==> config.mk <==
export PLATFORM = sky130hd
export DESIGN_NAME = twodo_mul
export DESIGN_NICKNAME = d
export VERILOG_FILES = /design/src/rtl/core/twodo_mul.sv
export SDC_FILE = /design/constraint.sdc
export NUM_CORES = 2
export LEC_CHECK = 0
export ABC_AREA = 1
export ABC_CLOCK_PERIOD_IN_PS = 8100
export BUFFER_PORTS_ARGS = -buffer_cell sky130_fd_sc_hd__buf_2
export CORE_ASPECT_RATIO = 0.7
export CORE_MARGIN = 1
export CORE_UTILIZATION = 55
export CTS_CLUSTER_SIZE = 30
export DETAILED_ROUTE_END_ITERATION = 8
export GPL_TIMING_DRIVEN = 0
export PLACE_DENSITY = 0.82
export SETUP_SLACK_MARGIN = 0.1
export SLEW_MARGIN = 40
export SYNTH_ARGS = -nofsm -noshare
export SYNTH_HDL_FRONTEND = slang
export SYNTH_SLANG_ARGS = --single-unit
export TNS_END_PERCENT = 5
==> constraint.sdc <==
create_clock -name clk -period 8.1 [get_ports clk]
set_clock_uncertainty 0.1 [all_clocks]
set_input_delay 0 -clock clk [delete_from_list [all_inputs] [get_ports clk]]
set_output_delay 0 -clock clk [all_outputs]
set_load 0.01 [all_outputs]
==> src/rtl/core/twodo_mul.sv <==
// Shared two-pass signed multiplier, 40 x 34 bits split into two partial products.
module twodo_mul (
  input  logic               clk,
  input  logic               rst,
  input  logic               start,
  input  logic signed [39:0] a,
  input  logic signed [33:0] b,
  output logic               done,
  output logic signed [73:0] prod
);

  logic signed [39:0] ar;
  logic signed [33:0] br;
  logic signed [54:0] plo;
  logic signed [53:0] phi;
  logic               run1;
  logic               run2;

  assign phi = $signed(ar[39:20]) * br;

  // Sequence the two partial products
  always_ff @(posedge clk) begin
    if (rst) begin
      run1 <= 1'b0;
      run2 <= 1'b0;
      done <= 1'b0;
    end else begin
      run1 <= start;
      run2 <= run1;
      done <= run2;
    end
  end

  // Low partial first, then add the shifted high partial
  always_ff @(posedge clk) begin
    if (start) begin
      ar <= a;
      br <= b;
    end
    if (run1) begin
      plo <= $signed({1'b0, ar[19:0]}) * br;
    end
    if (run2) begin
      prod <= $signed({phi, 20'd0} + 74'(plo));
    end
  end

endmodule

==> flow_summary.json <==
{
  "status": "finished, violations left",
  "failed_checks": "negative setup slack",
  "grt_use_total": 0.446,
  "cts.path.max_buffers": 3,
  "use_met1": 0.627,
  "tightestPinTransition_ns": 1.08,
  "io-pin-count": 152,
  "startpoint_type": "flop",
  "worstSkewPairLatency_ns": 0.69,
  "die_y_um": 281,
  "gr-total-overflow": 0,
  "grt_busiest_layer": "met1",
  "vias": 54000,
  "postPlaceCellArea_sq_um": 63900,
  "drtIter0Drc": 7278,
  "synth_warnings": 0,
  "hold_viol": 0,
  "core_area_sq_um": 109000,
  "crit_arrival_ns": 8.82,
  "synth_area_sq_um": 61000,
  "synth-edff-count": 203,
  "final_common_cell": "inv_1",
  "cts_made_buffers": 26,
  "gp_congestion": 1.16,
  "use_met3": 0.228,
  "grt_max_degree": 52,
  "start_util": 0.559,
  "period_minus_slack_ns": 8.51,
  "finalCoreUtilization": 0.644,
  "syn-num-nets": 9446,
  "worst_setup_path_end_kind": "flop",
  "die-area_sq_um": 112000,
  "num_rows": 101,
  "drive_gt1_frac": 0.126,
  "wl_mm": 244,
  "setup.worst_path.class": "flop to flop",
  "cts-root-buf": "clkbuf_16",
  "postSynthCellCount": 7693,
  "synth.yosys.seq_area_share": 0.101,
  "drc_errors": 0,
  "cp.required_ns": 8.40,
  "fp.dieW_um": 400,
  "worst_slack_ns": -0.412,
  "cts_tree": "built",
  "synth_cell_types": 41,
  "antenna_found_initial": 16,
  "fmax_mhz": 117,
  "ys.flop_type": "edfxtp_1",
  "grt_util_met2": 0.582,
  "final_nets": 9864,
  "mostFrequentLayoutCells": "2340 x inv_1, 1888 x nand2_1, 1331 x fa_1, 266 x nor2_1, 257 x ha_1",
  "ys_ff_latch": 206,
  "cts-htree-levels": 1,
  "io_buffers": 151,
  "cts.clk_slew.worst_paths_ns": 0.07,
  "avgSynthCellArea_sq_um": 7.93,
  "path_max_fanout": 10,
  "slew_headroom": 0.280,
  "drv_cap": 0,
  "routedWlPerCell_um": 25.5,
  "dp_worst_setup_slack_ns": -1.92,
  "area_growth_pct": 15.2,
  "hold_path.class": "input pin to flop",
  "fin_crit_sh": 1.05,
  "via_per_inst": 5.63,
  "firstDrtPassIters": 7,
  "fillers": 9223,
  "first_global_vias": 55100,
  "drv_slew": 0,
  "fin_setup_tns_ns": -5.78,
  "rsz0062_at_grt": "yes",
  "final_cell_area_sq_um": 70300,
  "grt_pass1_wl_mm": 357,
  "synthArstFlopShare": 0,
  "setup_viol": 39,
  "cts.sinks": 206,
  "antenna_left": 0,
  "place_hpwl_mm": 199
}
area by class of cell:
cell class / count / area [sq um] / share of cell area
well taps: 1442 / 1800 / 0.0257
plain buffers: 290 / 2190 / 0.0312
diodes: 4 / 10.0 / 0.000142
clock buffers: 29 / 662 / 0.00941
repair buffers: 395 / 3140 / 0.0447
clock inverters: 19 / 216 / 0.00308
inverters: 2373 / 8910 / 0.127
multi-input cells: 4819 / 47200 / 0.671
flip-flops and latches: 206 / 6160 / 0.0877
critical path, stage by stage (launching register included):
cell	delay [ns]
edfxtp_1	0.33
clkbuf_1	0.66
clkbuf_1	0.84
nand2_1	0.11
inv_1	0.12
fa_1	0.44
fa_1	0.60
inv_1	0.07
fa_1	0.51
fa_1	0.44
fa_1	0.49
inv_1	0.05
fa_1	0.47
inv_1	0.05
fa_1	0.63
inv_1	0.08
ha_1	0.59
nand2_1	0.22
nor2_1	0.18
inv_1	0.11
nor3_1	0.49
nand3_1	0.29
nand4_1	0.17
nand2_1	0.15
metrics by stage:
stage	std cells	hold WS, ns
2_1_floorplan	7693	-0.0288
3_3_place_gp	9286	0.0765
3_5_place_dp	9296	0.0781
4_1_cts	9553	0.000449
5_1_grt	9573	0.000607
6_report	9577	0.0175
per-layer routing:
layer / share of wire / wire, um / up-vias
met5: 0.00074 / 181 / -
met4: 0.047 / 11300 / 14
met3: 0.19 / 45200 / 680
met2: 0.37 / 91200 / 3990
met1: 0.39 / 95900 / 26600
li1: - / - / 22600
synthesized netlist by cell type (17+ instances only):
library cell | count | area, sq um
edfxtp_1 | 203 | 6100
o21bai_1 | 39 | 293
o21ai_0 | 106 | 531
nor3_1 | 36 | 180
nand2_1 | 1949 | 7320
buf_1 | 18 | 67.6
nand3_1 | 136 | 681
nor2_1 | 356 | 1340
xor2_1 | 83 | 727
nand2_2 | 17 | 106
fa_1 | 1344 | 26900
xnor2_1 | 37 | 324
nand4_1 | 37 | 231
nor2_2 | 26 | 163
clkbuf_1 | 277 | 1040
inv_1 | 2358 | 8850
ha_1 | 332 | 4150
a21oi_1 | 203 | 1020
sequential cells by signal (all words and copies together), names as in the netlist:
| register | flops |
|---|---|
| run2 | 1 |
| done | 1 |
| prod | 74 |
| plo | 55 |
| run1 | 1 |
| ar | 40 |
| br | 34 |
path summary, 6_finish.rpt:
kind                                        from                 to  slack (ns)  cells after the start
worst max-delay path            ar[16]$_DFFE_PP_  plo[47]$_DFFE_PP_       -0.41                     23
worst min-delay path                       a[22]   ar[22]$_DFFE_PP_        0.02                      2
worst max register to register  ar[16]$_DFFE_PP_  plo[47]$_DFFE_PP_       -0.41                     23
worst min register to register  plo[7]$_DFFE_PP_  prod[7]$_DFFE_PP_        0.32                      0
cell families after synthesis:
kind of cell               after synthesis  synth area share
AOI/OAI and AO/OA                      423            0.0388
xor gates and xnor gates               120            0.0172
adders and majority gates             1676             0.509
buffers and inverters                 2668             0.164
DFF                                    206             0.101
and+or+nand+nor                       2600             0.170
timing repair:
action	in CTS	in global routing
endpoints found under the hold margin	151	0
resized for setup	696	197
setup buffers	64	17
setup endpoints to repair	42	60
hold buffers	149	0
pin swaps	77	42
cloned	1	0
Power is not shown: default switching activity piles up to over one toggle a cycle in this logic, so the estimate is an artifact.
