## config.mk

```make
export PLATFORM = sky130hd
export DESIGN_NAME = twodo_div
export DESIGN_NICKNAME = d
export VERILOG_FILES = /design/src/rtl/core/twodo_div.sv
export SDC_FILE = /design/constraint.sdc
export NUM_CORES = 1
export LEC_CHECK = 0
export BUFFER_PORTS_ARGS = -buffer_cell sky130_fd_sc_hd__buf_2
export CAP_MARGIN = 20
export CORE_MARGIN = 2
export CORE_UTILIZATION = 40
export DETAILED_ROUTE_END_ITERATION = 10
export PLACE_DENSITY = 0.63
export SYNTH_ARGS = -nofsm -noshare
export SYNTH_HDL_FRONTEND = slang
export SYNTH_SLANG_ARGS = --single-unit
```

## constraint.sdc

```tcl
create_clock -name clk -period 6.56 [get_ports clk]
set_input_delay 1.312 -clock clk [delete_from_list [all_inputs] [get_ports clk]]
set_output_delay 1.312 -clock clk [all_outputs]
set_load 0.02 [all_outputs]
```

## src/rtl/core/twodo_div.sv

```systemverilog
// Shared restoring divider, one quotient bit per cycle.
module twodo_div (
  input  logic        clk,
  input  logic        rst,
  input  logic        start,
  input  logic [37:0] rem_init,
  input  logic [37:0] divisor,
  input  logic [30:0] tail,
  input  logic [4:0]  steps,
  output logic        done,
  output logic [30:0] quot
);

  logic [37:0] rem;
  logic [37:0] dv;
  logic [30:0] tl;
  logic [4:0]  cnt;
  logic        run;
  logic [38:0] trial;
  logic        ge;

  assign trial = {rem, tl[30]};
  assign ge    = trial >= {1'b0, dv};

  // Control
  always_ff @(posedge clk) begin
    if (rst) begin
      run  <= 1'b0;
      done <= 1'b0;
      cnt  <= 5'd0;
    end else begin
      done <= 1'b0;
      if (start) begin
        run <= 1'b1;
        cnt <= steps;
      end else if (run) begin
        cnt <= cnt - 5'd1;
        if (cnt == 5'd1) begin
          run  <= 1'b0;
          done <= 1'b1;
        end
      end
    end
  end

  // Shift in one numerator bit, subtract when it fits
  always_ff @(posedge clk) begin
    if (start) begin
      rem  <= rem_init;
      dv   <= divisor;
      tl   <= tail;
      quot <= 31'd0;
    end else if (run) begin
      rem  <= ge ? 38'(trial - {1'b0, dv}) : trial[37:0];
      quot <= {quot[29:0], ge};
      tl   <= {tl[29:0], 1'b0};
    end
  end

endmodule

```

==> metrics.csv <==
stage,metric,value,unit
synthesis,Syn Nets,976,
critical_path,WS Path Type,register to register,
power,Comb power frac,0.345,
synthesis,Post-synth EDFFs,107,
synthesis,Post-Synth Adder-Cell Area,0.0619,
sta,Final period util,0.586,
critical_path,worst-path fanout max,33,
clock_tree,CTS resizes,0,
floorplan,Ports,147,
clock_tree,CTS buffer count,17,
power,Clock power frac,0.302,
critical_path,Required @ worst endpoint,6.74,ns
drt,Via Count,6741,
place,PortBufs,146,
drt,first drt pass iteration count,5,
floorplan,initial core utilization,0.404,
critical_path,max incr delay on CP,0.61,ns
sta,f_max,260,MHz
place,placer's final routability congestion estimate,0.870,
power,Sequential Power Share,0.353,
synthesis,Synth Area in Compound Gates,0.173,
cells_and_area,area delta synth->final,18.6,%
power,Max VDD drop,0.182,mV
clock_tree,CTS tree,yes,
cells_and_area,layout cell share with drive strength beyond 1,0.236,
grt,vias in the first global route,6501,
job,max cap viols,0,
clock_tree,Skew-Pair Late Insertion Delay,0.44,ns
sta,min cycle time layout,3.84,ns
place,Post-DP Area,9330,um^2
sta,Max Clock Skew,0.0148,ns
cells_and_area,fin nets,1098,
synthesis,Yosys cell types,61,
clock_tree,H-Tree Depth,4,
sta,"Slew Viols, Final",0,
power,PwrDens,337,nW/um^2
grt,gr usage total,0.192,
power,switching share of power,0.358,
status,outcome,finished clean,
clock_tree,Root Buffer,clkbuf_16,
min_path,worst hold path type,register to register,
critical_path,CP cell instances,ha_1 -> a21o_1 -> a21oi_1 -> nor2_1 -> a211o_1 -> a21oi_1 -> o21a_1 -> buf_4 -> a21oi_1 -> a221o_1,
synthesis,synthesized area,8400,um^2
critical_path,crit path max-delay cell type,o21a_1,
sta,Finish-stage setup viols,0,
sta,Fin. Hold Viols,0,
floorplan,Die Span X,149,um
synthesis,Syn Inst Count,820,
grt,grt total ovfl,0,
clock_tree,# hold bufs at CTS,0,
place,hpwl dp,14.6,mm
floorplan,Die ar.,22200,um^2
synthesis,Synth Area in Simple Gates,0.132,
clock_tree,number of setup buffers added after CTS,0,
synthesis,main combinational cell family by area after synthesis,compound AO/OA/AOI/OAI gates,
sta,Fin Setup TNS,0,ns
cells_and_area,final core utilization,0.479,
floorplan,Core Box Area,20800,um^2
synthesis,post-synthesis mux area share,0.0795,
critical_path,startpoint types,register,
synthesis,register area share after synthesis,0.473,
drt,DR iter-0 viols,391,
clock_tree,Sink Count,145,
sta,unrepaired setup endpoints after global routing,no,
critical_path,R2R cell count,10,
clock_tree,Clock Path Buffers,2,
critical_path,Worst EP arrival,4.02,ns
synthesis,#FFs+latches synth,145,
drt,ANT nets after route,0,
critical_path,CP dominant cell by count,a21oi_1,
synthesis,YS warnings,0,
critical_path,Critical Path Sink Type,register,
grt,largest net degree at the start of global routing,109,
floorplan,num rows,53,
sta,worst rel slew slack,0.298,
synthesis,syn avg cell area,10.2,um^2
drt,Post-route DRC,0,
drt,routed wire length,21.2,mm
grt,global-route wire length before repair,33.3,mm
cells_and_area,post-route cell area,9970,um^2
power,Int Power,2.16,mW
drt,post-DR vias/cell,5.47,
power,NetSw,1.20,mW
floorplan,Die Y,149,um
clock_tree,clock-pin slew on the worst setup and hold paths,0.07,ns
power,Lkg Pwr,4.22,nW
drt,Avg WL per Cell,17.2,um
sta,slew at the pin with the worst max-slew slack,1.05,ns
min_path,Hold Crit Depth,2,
synthesis,fraction of registers with async set/reset,0,
grt,antenna violations before repair,9,
synthesis,post-synthesis xor/xnor area fraction,0.0313,
synthesis,ys flop type,edfxtp_1,
[power groups by stage]
stage          clock network, mW  registers, mW  logic, mW
2_1_floorplan                  0           1.18      0.884
3_3_place_gp                   0           1.20       1.14
3_5_place_dp                   0           1.20       1.14
4_1_cts                     1.03           1.19       1.15
5_1_grt                     1.06           1.20       1.28
6_report                    1.01           1.19       1.16
[layout make-up]
class,count,area [um^2]
flip-flops and latches,145,3980
diodes,3,7.51
clock buffers,17,425
inverters,55,206
repair buffers,152,798
fillers,1977,10900
well taps,275,344
multi-input cells,571,4020
clock inverters,15,188
[synth_stat cells (10+ instances only)]
cell type    n  area [um^2]
nand2b_1    14         87.6
nand4_1     13         81.3
buf_2       13         65.1
xnor2_1     25          219
a31oi_1     23          144
o21ai_0     37          185
a21oi_1     57          285
a21o_1      14          105
mux2_2      30          338
nor2_1      72          270
dfxtp_1     38          761
edfxtp_1   107         3210
mux2i_1     33          330
ha_1        40          500
and3_1      13         81.3
nand3_1     24          120
clkbuf_1    30          113
o211ai_1    10         75.1
nand2_1     39          146
inv_1       54          203
[metal layers]
| metal | vias up | part of all wire | GRT usage |
|---|---|---|---|
| met1 | 3176 | 0.45 | 0.248 |
| li1 | 3287 | - | - |
| met2 | 235 | 0.45 | 0.307 |
| met5 | - | 0.0034 | 0 |
| met4 | 10 | 0.014 | 0.0567 |
| met3 | 33 | 0.083 | 0.0630 |
[metrics by stage]
step / total power, mW / cells / hold WS [ns] / setup slack, ns
after global routing: 3.55 / 1231 / 0.549 / 2.52
after global placement: 2.34 / 1197 / 0.474 / 2.82
final: 3.36 / 1233 / 0.509 / 2.72
after CTS: 3.37 / 1229 / 0.515 / 2.70
after detailed placement: 2.35 / 1197 / 0.495 / 2.74
after floorplan: 2.07 / 820 / 0.525 / 3.36
[cells in the final DEF (no fill, tap or decap), drive strengths merged, types with 17 or more instances in the layout]
master / count
o21ai: 38
nand2: 39
nand3: 24
clkbuf: 17
xnor2: 25
a31oi: 24
nor2: 72
buf: 152
ha: 40
a21oi: 57
mux2: 30
inv: 61
edfxtp: 107
dfxtp: 38
mux2i: 33
[kinds of logic (layout without fill, tap and decap cells)]
family	count (synthesis)	count (layout)
adder cells (fa/ha/maj)	41	41
AND/OR/NAND/NOR	222	222
AO/OA/AOI/OAI	215	215
multiplexers	63	63
buffers and inverters	104	239
XOR/XNOR	30	30
other	0	3
flip-flops	145	145
[sequential cells by signal, summed over array words and instances, names as in the netlist]
name and count:
dv 38, rem 38, quot 31, tl 31, cnt 5, done 1
run 1
[final timing paths]
kind,startpoint,endpoint,slack (ns)
worst max-delay path,rem[31],rem[34],2.72
worst max register to register,rem[31],rem[34],2.72
worst min register to register,quot[30],quot[30],0.51
worst min-delay path,quot[30],quot[30],0.51
[worst max-delay path: cells and delay by family (launching register included)]
kind / cells / cell delay (ns)
AOI/OAI and AO/OA: 7 / 2.23
DFF: 1 / 0.40
buffers and inverters: 1 / 0.44
adders and majority gates: 1 / 0.43
and+or+nand+nor: 1 / 0.08
(Power assumes the default switching activity.)
