[config.mk]
export PLATFORM = sky130hd
export DESIGN_NAME = twodo_cfg
export DESIGN_NICKNAME = d
export VERILOG_FILES = /design/src/rtl/core/twodo_pkg.sv /design/src/rtl/core/twodo_cfg.sv
export SDC_FILE = /design/constraint.sdc
export NUM_CORES = 1
export LEC_CHECK = 0
export BUFFER_PORTS_ARGS = -buffer_cell sky130_fd_sc_hd__clkbuf_2
export CORE_MARGIN = 2
export CORE_UTILIZATION = 46
export DETAILED_ROUTE_END_ITERATION = 8
export PLACE_DENSITY = 0.79
export RECOVER_POWER = 100
export SLEW_MARGIN = 25
export SYNTH_ARGS = -nofsm -noshare
export SYNTH_HDL_FRONTEND = slang
export SYNTH_SLANG_ARGS = --single-unit
export TNS_END_PERCENT = 30
[constraint.sdc]
create_clock -name clk -period 1.9 [get_ports clk]
set_clock_uncertainty 0.2 [all_clocks]
set_input_delay 0.38 -clock clk [delete_from_list [all_inputs] [get_ports clk]]
set_output_delay 0.38 -clock clk [all_outputs]
set_load 0.02 [all_outputs]
[src/rtl/core/twodo_pkg.sv]
// Shared types, constants and tables for the three-wheel odometry block.
package twodo_pkg;

  // Configuration defaults and port sizing
  localparam int CORDIC_STEPS_DEF = 24;
  localparam int PADDR_W          = 5;

  localparam logic [2:0] REG_SIDE_IPT  = 3'd0;
  localparam logic [2:0] REG_BACK_IPT  = 3'd1;
  localparam logic [2:0] REG_LEFT_OFF  = 3'd2;
  localparam logic [2:0] REG_RIGHT_OFF = 3'd3;
  localparam logic [2:0] REG_BACK_OFF  = 3'd4;

  localparam logic [31:0] RST_SIDE_IPT  = 32'd1573;
  localparam logic [31:0] RST_BACK_IPT  = 32'd1573;
  localparam logic [31:0] RST_LEFT_OFF  = 32'd458752;
  localparam logic [31:0] RST_RIGHT_OFF = 32'd458752;
  localparam logic [31:0] RST_BACK_OFF  = 32'd327680;

  // Fixed-point constants (angles in Q30)
  localparam logic [38:0] ARC_MAX     = 39'd274877906943;
  localparam logic [32:0] Q30_TWO_PI  = 33'd6746518852;
  localparam logic [31:0] Q30_PI      = 32'd3373259426;
  localparam logic [30:0] Q30_HALF_PI = 31'd1686629713;
  localparam logic [29:0] CORDIC_INIT = 30'd652032874;

  typedef struct packed {
    logic [31:0]        side_ipt;
    logic [31:0]        back_ipt;
    logic [31:0]        left_off;
    logic [31:0]        right_off;
    logic signed [31:0] back_off;
  } cfg_t;

  typedef struct packed {
    logic               func;
    logic signed [31:0] left_count;
    logic signed [31:0] right_count;
    logic signed [31:0] back_count;
  } tick_t;

  typedef struct packed {
    logic signed [31:0] pose_x;
    logic signed [31:0] pose_y;
    logic signed [31:0] pose_heading;
    logic               saturated;
  } pose_t;

  typedef enum logic [3:0] {
    ST_IDLE, ST_ARC, ST_ANG, ST_BRANCH, ST_SC1, ST_QDIV,
    ST_CHORD, ST_SC2, ST_ROT, ST_ACC, ST_OUT
  } seq_state_t;

  typedef enum logic [1:0] {
    CP_IDLE, CP_REDUCE, CP_FOLD, CP_ROTATE
  } cordic_phase_t;

  // atan(2^-i) in Q30
  function automatic logic [29:0] atan_q30(input logic [4:0] i);
    logic [29:0] r;
    case (i)
      5'd0: r = 30'd843314857;
      5'd1: r = 30'd497837830;
      5'd2: r = 30'd263043837;
      5'd3: r = 30'd133525159;
      5'd4: r = 30'd67021687;
      5'd5: r = 30'd33543516;
      5'd6: r = 30'd16775851;
      5'd7: r = 30'd8388437;
      5'd8: r = 30'd4194283;
      5'd9: r = 30'd2097149;
      5'd31: r = 30'd0;
      default: r = 30'd1 << (5'd30 - i);
    endcase
    return r;
  endfunction

endpackage

[src/rtl/core/twodo_cfg.sv]
// APB-style configuration register file for the odometry block.
module twodo_cfg (
  input  logic                          clk,
  input  logic                          rst,
  input  logic                          psel,
  input  logic                          penable,
  input  logic                          pwrite,
  input  logic [twodo_pkg::PADDR_W-1:0] paddr,
  input  logic [31:0]                   pwdata,
  output logic [31:0]                   prdata,
  output logic                          pready,
  output twodo_pkg::cfg_t               cfg
);

  logic [2:0] idx;
  assign idx    = paddr[twodo_pkg::PADDR_W-1:2];
  assign pready = 1'b1;

  // Write on the access phase
  always_ff @(posedge clk) begin
    if (rst) begin
      cfg.side_ipt  <= twodo_pkg::RST_SIDE_IPT;
      cfg.back_ipt  <= twodo_pkg::RST_BACK_IPT;
      cfg.left_off  <= twodo_pkg::RST_LEFT_OFF;
      cfg.right_off <= twodo_pkg::RST_RIGHT_OFF;
      cfg.back_off  <= $signed(twodo_pkg::RST_BACK_OFF);
    end else if (psel && penable && pwrite) begin
      case (idx)
        twodo_pkg::REG_SIDE_IPT:  cfg.side_ipt  <= pwdata;
        twodo_pkg::REG_BACK_IPT:  cfg.back_ipt  <= pwdata;
        twodo_pkg::REG_LEFT_OFF:  cfg.left_off  <= pwdata;
        twodo_pkg::REG_RIGHT_OFF: cfg.right_off <= pwdata;
        twodo_pkg::REG_BACK_OFF:  cfg.back_off  <= $signed(pwdata);
        default: ;
      endcase
    end
  end

  // Read back
  always_comb begin
    case (idx)
      twodo_pkg::REG_SIDE_IPT:  prdata = cfg.side_ipt;
      twodo_pkg::REG_BACK_IPT:  prdata = cfg.back_ipt;
      twodo_pkg::REG_LEFT_OFF:  prdata = cfg.left_off;
      twodo_pkg::REG_RIGHT_OFF: prdata = cfg.right_off;
      twodo_pkg::REG_BACK_OFF:  prdata = cfg.back_off;
      default:                  prdata = 32'd0;
    endcase
  end

endmodule

==> flow_summary_export.csv <==
group,metric,value,unit
setup_path,worst_ep_required_time,1.32,ns
route,viasPerCell,5.46,
min_path,hold_path.class,"primary input to flip-flop",
floorplanning,die-area,17200,sq um
setup_path,critPathKind,"primary input to output port",
yosys,synthFlopType,"dfxtp_1",
clock_network,cts_tree,"yes",
clock_network,hold_buffers,0,
setup_path,critPathTopFamily,"buffers and inverters",
clock_network,htreeDepth,4,
layout,final-seq-area,3200,sq um
layout,nNetsFinal,1007,
route,dr.pass1.iters,4,
global_routing,grt_max_degree,69,
sta,setup_viol,32,
setup_path,critPathBufInv,5,
placed_design,port_buffers,231,
clock_network,cts_sinks,160,
placed_design,place_congestion,0.807,
floorplanning,die_h,131,microns
route,ant_nets,0,
pwr,p_sw_share,23.3,%
layout,drive_above_1_share,41.9,%
pwr,internal_power,5.96,mW
setup_path,crit_arrival,1.54,ns
pwr,clkPwrFrac,46.6,%
setup_path,max_stage_delay,0.17,ns
sta,period_minus_slack,2.12,ns
yosys,yosys_warnings,0,
yosys,seq_area_frac_synth,43.0,%
layout,layout_common_cells,"clkbuf_2 (196), nand2b_1 (174), mux2i_1 (160), dfxtp_1 (160), a22oi_1 (34)",
layout,multiInputGateArea,4300,sq um
setup_path,crit_fanout,6,
global_routing,first_global_vias,6416,
yosys,synth_cells,730,
yosys,synth.distinct_cells,26,
sta,fmax,473,MHz
route,totalWireLength,22800,microns
clock_network,clkLatencyLatePin,0.42,ns
setup_path,cp_cell_sequence,"clkbuf_16 > buf_16 > nor2b_4 > buf_12 > clkbuf_16 > a22oi_1 > o22ai_2 > clkbuf_8",
pwr,pwr-share-comb,9.6,%
floorplanning,initial_core_util,47.0,%
setup_path,start_kind,"primary input",
flow_run,maxCapViolations,0,
yosys,synth_area,7440,sq um
clock_network,clock-root-buffer,"clkbuf_16",
global_routing,grt_pass1_wl,35300,microns
yosys,synth-async-reset-ratio,0,%
setup_path,end_kind,"output port",
clock_network,clock_path_buffers,2,
pwr,p_seq_share,43.8,%
global_routing,antenna_found_initial,0,
setup_path,cpMostUsedCell,"clkbuf_16",
yosys,ys_seq_elements,160,
layout,areaGrowthSynthToFinish,42.4,%
layout,post-route-util,67.0,%
clock_network,clkTransAtPathRegs,0.06,ns
status,violations,"setup timing",
pwr,p_switching,1.81,mW
route,drt_iter0_markers,321,
layout,top_register,"cfg",
sta,min_period_over_period,111,%
sta,hold_viol,0,
layout,largest_reg_flops,160,
clock_network,cts_buffers,17,
layout,reg_top3,"cfg x160",
setup_path,critPathSlowestCell,"clkbuf_16",
layout,final_common_cell,"clkbuf_2",
pwr,p_per_area,733,nW/um^2
pwr,p_leak,5.01,nW
floorplanning,core_area,15800,sq um
floorplanning,die_w,131,microns
yosys,synth_enable_flop_cells,0,
sta,rsz0062_at_grt,"yes",
sta,drv_slew,0,
yosys,synthesis.nets,772,
placed_design,pre_cts_ws,-0.264,ns
route,wl_per_cell,19.1,microns
route,drc,0,
global_routing,track_usage,25.5,%
sta,hold_slack,0.0493,ns
global_routing,grt_remaining_overflow,0,
placed_design,hpwl,14800,microns
layout,fill_cells,1188,
floorplanning,rows,46,
yosys,syn_area_per_cell,10.2,sq um
floorplanning,ios,235,
status,status,"finished, violations left",
pwr,power,7.77,mW
sta,layout_setup_ws,-0.216,ns
route,num_vias,6518,
pwr,peakVddDrop,599,uV
layout,n_antenna_cell,0,
-- power groups by stage --
stage          combinational [mW]  sequential (mW)  clock (mW)
2_1_floorplan               0.372             3.50           0
5_1_grt                     0.785             3.40        3.82
3_3_place_gp                0.636             3.47           0
3_5_place_dp                0.641             3.48           0
6_report                    0.747             3.40        3.62
4_1_cts                     0.725             3.40        3.67
-- metal layers --
layer,up-vias,part of all wire (%),global-route usage [%]
met5,-,0,0
met4,0,2.0,7.67
met3,33,5.7,5.86
met2,236,48,43.0
met1,3210,44,32.8
li1,3039,-,-
-- repair_timing --
action | CTS | global route
setup buffers | 5 | 1
setup endpoints to repair | 32 | 32
gates resized for setup | 79 | 27
gates cloned | 3 | 2
pin swaps | 7 | 14
-- synth_stat cells, types with 2 or more instances --
cell type | instances | share of area [%]
nand3_1 | 3 | 0.20
buf_6 | 3 | 0.45
dfxtp_1 | 160 | 43
nor2_1 | 27 | 1.4
nor2b_1 | 2 | 0.17
nand2b_1 | 174 | 15
buf_2 | 18 | 1.2
clkbuf_1 | 35 | 1.8
buf_4 | 5 | 0.50
mux2i_1 | 160 | 22
mux2_2 | 32 | 4.8
a22oi_1 | 62 | 6.3
o22ai_1 | 32 | 2.7
and3_1 | 3 | 0.25
buf_1 | 3 | 0.15
-- worst register-to-register path, stage by stage (launching register included) --
cell and delay [ns]:
dfxtp_1 0.36, buf_4 0.14, nand2b_1 0.06, mux2i_1 0.11
-- logic make-up after synthesis --
logic type | share of synthesized area [%]
other | 0.0504
AOI/OAI and AO/OA | 9.10
and+or+nand+nor | 17.3
buffers and inverters | 4.14
muxes | 26.4
DFF | 43.0
-- stage by stage --
stage | TNS [ns] | cell area (sq um) | instances
3_3_place_gp | -9.98 | 9380 | 1154
3_5_place_dp | -12.19 | 9380 | 1154
6_report | -6.00 | 10600 | 1194
5_1_grt | -7.28 | 10600 | 1194
4_1_cts | -6.54 | 10500 | 1194
2_1_floorplan | 0 | 7720 | 730
-- path summary, 6_finish.rpt --
path                                 from         end  slack (ns)  cells past startpoint
worst max-delay path             paddr[2]  prdata[21]       -0.22                      8
worst min-delay path            pwdata[0]     cfg[96]        0.05                      3
worst max register to register    cfg[64]     cfg[64]        0.97                      3
worst min register to register    cfg[30]     cfg[30]        0.29                      2
-- area by class of cell --
class,count,share of cell area (%)
clock buffers,19,4.18
clock inverters,13,1.76
inverters,1,0.0354
multi-input cells,505,40.6
flip-flops and latches,160,30.2
well taps,216,2.55
repair buffers,280,20.7
No activity file was read; power rests on OpenSTA's default activity.
