$ cat src/rtl/core/twodo_pkg.sv
// Shared types, constants and tables for the three-wheel odometry block.
package twodo_pkg;

  // Configuration defaults and port sizing
  localparam int CORDIC_STEPS_DEF = 24;
  localparam int PADDR_W          = 5;

  localparam logic [2:0] REG_SIDE_IPT  = 3'd0;
  localparam logic [2:0] REG_BACK_IPT  = 3'd1;
  localparam logic [2:0] REG_LEFT_OFF  = 3'd2;
  localparam logic [2:0] REG_RIGHT_OFF = 3'd3;
  localparam logic [2:0] REG_BACK_OFF  = 3'd4;

  localparam logic [31:0] RST_SIDE_IPT  = 32'd1573;
  localparam logic [31:0] RST_BACK_IPT  = 32'd1573;
  localparam logic [31:0] RST_LEFT_OFF  = 32'd458752;
  localparam logic [31:0] RST_RIGHT_OFF = 32'd458752;
  localparam logic [31:0] RST_BACK_OFF  = 32'd327680;

  // Fixed-point constants (angles in Q30)
  localparam logic [38:0] ARC_MAX     = 39'd274877906943;
  localparam logic [32:0] Q30_TWO_PI  = 33'd6746518852;
  localparam logic [31:0] Q30_PI      = 32'd3373259426;
  localparam logic [30:0] Q30_HALF_PI = 31'd1686629713;
  localparam logic [29:0] CORDIC_INIT = 30'd652032874;

  typedef struct packed {
    logic [31:0]        side_ipt;
    logic [31:0]        back_ipt;
    logic [31:0]        left_off;
    logic [31:0]        right_off;
    logic signed [31:0] back_off;
  } cfg_t;

  typedef struct packed {
    logic               func;
    logic signed [31:0] left_count;
    logic signed [31:0] right_count;
    logic signed [31:0] back_count;
  } tick_t;

  typedef struct packed {
    logic signed [31:0] pose_x;
    logic signed [31:0] pose_y;
    logic signed [31:0] pose_heading;
    logic               saturated;
  } pose_t;

  typedef enum logic [3:0] {
    ST_IDLE, ST_ARC, ST_ANG, ST_BRANCH, ST_SC1, ST_QDIV,
    ST_CHORD, ST_SC2, ST_ROT, ST_ACC, ST_OUT
  } seq_state_t;

  typedef enum logic [1:0] {
    CP_IDLE, CP_REDUCE, CP_FOLD, CP_ROTATE
  } cordic_phase_t;

  // atan(2^-i) in Q30
  function automatic logic [29:0] atan_q30(input logic [4:0] i);
    logic [29:0] r;
    case (i)
      5'd0: r = 30'd843314857;
      5'd1: r = 30'd497837830;
      5'd2: r = 30'd263043837;
      5'd3: r = 30'd133525159;
      5'd4: r = 30'd67021687;
      5'd5: r = 30'd33543516;
      5'd6: r = 30'd16775851;
      5'd7: r = 30'd8388437;
      5'd8: r = 30'd4194283;
      5'd9: r = 30'd2097149;
      5'd31: r = 30'd0;
      default: r = 30'd1 << (5'd30 - i);
    endcase
    return r;
  endfunction

endpackage

$ cat src/rtl/core/twodo_cordic.sv
// Shared CORDIC sine/cosine unit with range reduction, one step per cycle.
module twodo_cordic #(
  parameter int CORDIC_STEPS = twodo_pkg::CORDIC_STEPS_DEF
) (
  input  logic               clk,
  input  logic               rst,
  input  logic               start,
  input  logic signed [38:0] angle,
  output logic               done,
  output logic signed [33:0] sin_q30,
  output logic signed [33:0] cos_q30
);

  localparam int Steps = (CORDIC_STEPS > 32) ? 32 : CORDIC_STEPS;
  localparam logic [4:0] LastStep = 5'(Steps - 1);
  localparam logic signed [34:0] PiS     = $signed(35'(twodo_pkg::Q30_PI));
  localparam logic signed [34:0] TwoPiS  = $signed(35'(twodo_pkg::Q30_TWO_PI));
  localparam logic signed [34:0] HalfPiS = $signed(35'(twodo_pkg::Q30_HALF_PI));

  twodo_pkg::cordic_phase_t phase, phase_next;

  logic [38:0]        mag;
  logic               neg_in;
  logic [2:0]         k;
  logic [4:0]         i;
  logic signed [35:0] x;
  logic signed [35:0] y;
  logic signed [34:0] z;
  logic               flip;
  logic [38:0]        red_step;
  logic signed [34:0] zr;
  logic signed [34:0] zw;
  logic signed [34:0] zf;
  logic               flip_f;
  logic signed [35:0] xs;
  logic signed [35:0] ys;
  logic signed [34:0] at;

  assign red_step = 39'(twodo_pkg::Q30_TWO_PI) << k;
  assign xs       = x >>> i;
  assign ys       = y >>> i;
  assign at       = $signed({5'd0, twodo_pkg::atan_q30(i)});
  assign sin_q30  = flip ? 34'(-y) : 34'(y);
  assign cos_q30  = flip ? 34'(-x) : 34'(x);

  // Wrap into [-pi, pi], then fold into [-pi/2, pi/2]
  always_comb begin
    zr = neg_in ? -$signed({1'b0, mag[33:0]}) : $signed({1'b0, mag[33:0]});
    zw = zr;
    if (zw > PiS) zw = zw - TwoPiS;
    if (zw < -PiS) zw = zw + TwoPiS;
    zf     = zw;
    flip_f = 1'b0;
    if (zw > HalfPiS) begin
      zf     = zw - PiS;
      flip_f = 1'b1;
    end else if (zw < -HalfPiS) begin
      zf     = zw + PiS;
      flip_f = 1'b1;
    end
  end

  // Next phase
  always_comb begin
    phase_next = phase;
    case (phase)
      twodo_pkg::CP_IDLE:   if (start) phase_next = twodo_pkg::CP_REDUCE;
      twodo_pkg::CP_REDUCE: if (k == 3'd0) phase_next = twodo_pkg::CP_FOLD;
      twodo_pkg::CP_FOLD:   phase_next = twodo_pkg::CP_ROTATE;
      twodo_pkg::CP_ROTATE: if (i == LastStep) phase_next = twodo_pkg::CP_IDLE;
      default:              phase_next = twodo_pkg::CP_IDLE;
    endcase
  end

  always_ff @(posedge clk) begin
    if (rst) begin
      phase <= twodo_pkg::CP_IDLE;
      done  <= 1'b0;
    end else begin
      phase <= phase_next;
      done  <= (phase == twodo_pkg::CP_ROTATE) && (i == LastStep);
    end
  end

  // Datapath: remainder by 2*pi, fold, then rotate
  always_ff @(posedge clk) begin
    case (phase)
      twodo_pkg::CP_IDLE: begin
        if (start) begin
          mag    <= angle[38] ? 39'(-angle) : 39'(angle);
          neg_in <= angle[38];
          k      <= 3'd6;
        end
      end
      twodo_pkg::CP_REDUCE: begin
        if (mag >= red_step) mag <= mag - red_step;
        k <= k - 3'd1;
      end
      twodo_pkg::CP_FOLD: begin
        z    <= zf;
        flip <= flip_f;
        x    <= $signed({6'd0, twodo_pkg::CORDIC_INIT});
        y    <= 36'sd0;
        i    <= 5'd0;
      end
      twodo_pkg::CP_ROTATE: begin
        if (!z[34]) begin
          x <= x - ys;
          y <= y + xs;
          z <= z - at;
        end else begin
          x <= x + ys;
          y <= y - xs;
          z <= z + at;
        end
        i <= i + 5'd1;
      end
      default: ;
    endcase
  end

endmodule

$ cat config.mk
export PLATFORM = sky130hd
export DESIGN_NAME = twodo_cordic
export DESIGN_NICKNAME = d
export VERILOG_FILES = /design/src/rtl/core/twodo_pkg.sv /design/src/rtl/core/twodo_cordic.sv
export SDC_FILE = /design/constraint.sdc
export NUM_CORES = 1
export LEC_CHECK = 0
export BUFFER_PORTS_ARGS = -buffer_cell sky130_fd_sc_hd__buf_2
export CORE_ASPECT_RATIO = 1.1
export CORE_MARGIN = 5
export CORE_UTILIZATION = 59
export DETAILED_ROUTE_END_ITERATION = 10
export HOLD_SLACK_MARGIN = 0.08
export PLACE_DENSITY = 0.8
export SYNTH_ARGS = -nofsm -noshare
export SYNTH_HDL_FRONTEND = slang
export SYNTH_SLANG_ARGS = --single-unit
$ cat constraint.sdc
create_clock -name clk -period 8.1 [get_ports clk]
set_input_delay 0.81 -clock clk [delete_from_list [all_inputs] [get_ports clk]]
set_output_delay 0.81 -clock clk [all_outputs]
set_load 0.02 [all_outputs]
==> flow_summary_export.csv <==
group,metric,value,unit
clocking,cts_root_buf,"clkbuf_16",
floorplanning,core,45700,um^2
detailed_routing,wire_per_inst,19.7,um
run,max_cap_viol_count,0,
synthesis,synth.most_common_cell,"nand2_1",
synthesis,avgSynthCellArea,7.78,um^2
detailed_routing,wirelength,83400,um
detailed_routing,final_antenna_net_count,0,
detailed_routing,vias_per_cell,6.57,
min_path,hp-start,"phase[0]$_SDFFE_PP0P_",
finish,finalInstanceArea,29900,um^2
placement,gp_congestion,1.01,
detailed_routing,drc,0,
timing,finalSetupTns,0,ps
placement,dp_hpwl,64800,um
detailed_routing,firstDrtPassIters,6,
floorplanning,rows,82,
clocking,cts_buffer_depth,2,
worst_setup_path,crit_path_start_kind,"flop",
synthesis,async_flop_share,0,
finish,stdcell_count,4244,
min_path,hold_class,"reg2reg",
clocking,cts_made_buffers,17,
synthesis,synth_edf_count,156,
detailed_routing,vias,27900,
floorplanning,die_y,236,um
timing,fin_ws,261,ps
worst_setup_path,crit_buf_inv,2,
placement,io_buffer_count,110,
timing,timing.final.crit_share,0.968,
global_route,grt_usage,0.316,
worst_setup_path,crit_path_frequent_cell,"or4_1",
timing,fin_skew,16.3,ps
clocking,cts_max_level,4,
synthesis,synthesis.instances,3507,
clocking,cts.clk_slew.worst_paths,80,ps
worst_setup_path,required,8320,ps
timing,finalHoldViolations,0,
worst_setup_path,critPathMaxFanout,22,
synthesis,synth-seq-area-share,0.174,
clocking,clock_latency,490,ps
floorplanning,ios,111,
timing,max_freq,128,MHz
worst_setup_path,slowest_stage,"or4_1",
clocking,ctsHoldBuffers,0,
worst_setup_path,cp-end-kind,"flop",
floorplanning,initial_utilization,0.598,
worst_setup_path,arrival,8060,ps
synthesis,synth.distinct_cells,121,
timing,max-slew-margin-rel,0.358,
floorplanning,die_w,215,um
global_route,grt_pass1_vias,26100,
finish,insertedDiodeCount,0,
timing,slew_violations,0,
synthesis,ys.flop_type,"edfxtp_1",
synthesis,synth_top_cell_area_share,0.172,
worst_setup_path,crit_path_start,"mag[10]$_DFFE_PP_",
global_route,globalRoute.totalOverflow,0,
detailed_routing,drtIter0Drc,2955,
synthesis,yosys_warnings,0,
clocking,clock-sinks,159,
placement,place_ws,76.9,ps
synthesis,syn-cell-area,27300,um^2
timing,worstMarginPinSlew,963,ps
synthesis,synthTopCellsByArea,"edfxtp_1, xnor2_1, ha_1, nand2_1, nor2_1",
synthesis,postSynthRegisterBits,159,
synthesis,yosys.area.top_type,"edfxtp_1",
finish,final_nets,3857,
global_route,antenna_found_initial,0,
placement,place_inst,4202,
finish,drive_above_1_share,0.144,
synthesis,synth_fp_nets,3721,
global_route,grt_pass1_wl,134000,um
worst_setup_path,worstSetupPathType,"reg2reg",
worst_setup_path,r2r_slack,260,ps
placement,placed_area,29100,um^2
synthesis,synth_commonest_cells,"nand2_1, nor2_1, xnor2_1",
finish,fill_cells,3960,
status,status,"finished, final reports clean",
worst_setup_path,r2r_start,"mag[10]$_DFFE_PP_",
finish,area_growth_syn_to_layout,9.43,%
worst_setup_path,cp_top_family,"compound AO/OA/AOI/OAI gates",
timing,setup_violations,0,
worst_setup_path,slowest_delay,690,ps
floorplanning,die_area,50700,um^2
timing,period_needed,7840,ps
global_route,grt_max_degree,78,
clocking,cts_tree,"done",
worst_setup_path,crit_chain,"or4_1, or4_1, or4_1, mux2i_1, o22ai_1, a21o_1, a31o_2, o21ai_4, xnor2_1, inv_1, ha_1, a311oi_2, or3_1, nand3_1, o32ai_1, a32oi_1, o21bai_1, or4_4, o41a_1, o31a_4, buf_4, a22oi_1, nor3_1, a221o_1",
kinds of logic after synthesis:
group | after synthesis | synth area share
AND/OR/NAND/NOR | 1302 | 0.233
multiplexers | 136 | 0.0736
XOR/XNOR | 437 | 0.144
AO/OA/AOI/OAI | 1010 | 0.249
adder cells (fa/ha/maj) | 172 | 0.0797
buffers and inverters | 291 | 0.0471
flip-flops | 159 | 0.174
cells in the final DEF, fill, tap and decap left out, types with 33 or more instances in the layout:
cell type	instances
nand2_1	389
and2_1	42
a21oi_1	248
xnor2_1	292
or2_2	33
nand3_1	76
mux2i_1	69
ha_1	168
buf_4	186
o21ai_0	192
a21o_1	42
o31ai_1	67
xor2_1	129
a31oi_1	67
inv_1	101
nor2_1	335
edfxtp_1	156
mux4_2	50
o21a_1	48
nor3_1	107
a211oi_1	38
buf_2	110
or3_1	45
nor2b_1	34
and3_1	49
or4_1	39
path summary, 6_finish.rpt:
kind,endpoint,depth (start not counted)
hold / removal,phase[0]$_SDFFE_PP0P_,2
hold reg to reg,phase[0]$_SDFFE_PP0P_,2
setup reg to reg,z[14]$_DFFE_PP_,24
setup / recovery,z[14]$_DFFE_PP_,24
per-stage QoR:
stage / hold slack (ps) / util
final: 548 / 0.654
after global routing: 574 / 0.654
after CTS: 548 / 0.650
after detailed placement: 538 / 0.638
after global placement: 532 / 0.638
after floorplan: 505 / -
layer usage:
metal  global-route usage  up-vias  wire length [um]
met3               0.0503      274              6330
met2                0.526     1361             39000
met1                0.401    12900             34000
met4                0.151        0              4070
li1                     -    13300                 -
met5                    0        -                 0
registers in the layout, indices dropped and copies added (netlist names):
name / count
done: 1
flip: 1
i: 5
k: 3
mag: 39
neg_in: 1
phase: 2
x: 36
y: 36
z: 35
cell type report:
class / count / area, um^2 / share of cell area
multi-input cells: 3057 / 21400 / 0.716
flip-flops and latches: 159 / 4740 / 0.159
repair buffers: 301 / 2040 / 0.0682
well taps: 588 / 736 / 0.0246
clock buffers: 19 / 443 / 0.0148
inverters: 107 / 402 / 0.0134
clock inverters: 13 / 130 / 0.00436
tightest hold or removal path: cells and delay by family, from the launching register on:
| kind | cells | cell delay, ps |
|---|---|---|
| AOI/OAI and AO/OA | 1 | 50 |
| DFF | 1 | 340 |
| and+or+nand+nor | 1 | 110 |
repair_timing:
item | CTS | global route
buffers inserted | 0 | 10
resized for setup | 0 | 22
endpoints found under the setup margin | 0 | 44
hold endpoints to repair | 0 | 0
Power is not shown: default switching activity piles up to over one toggle a cycle in this logic, so the estimate is an artifact.
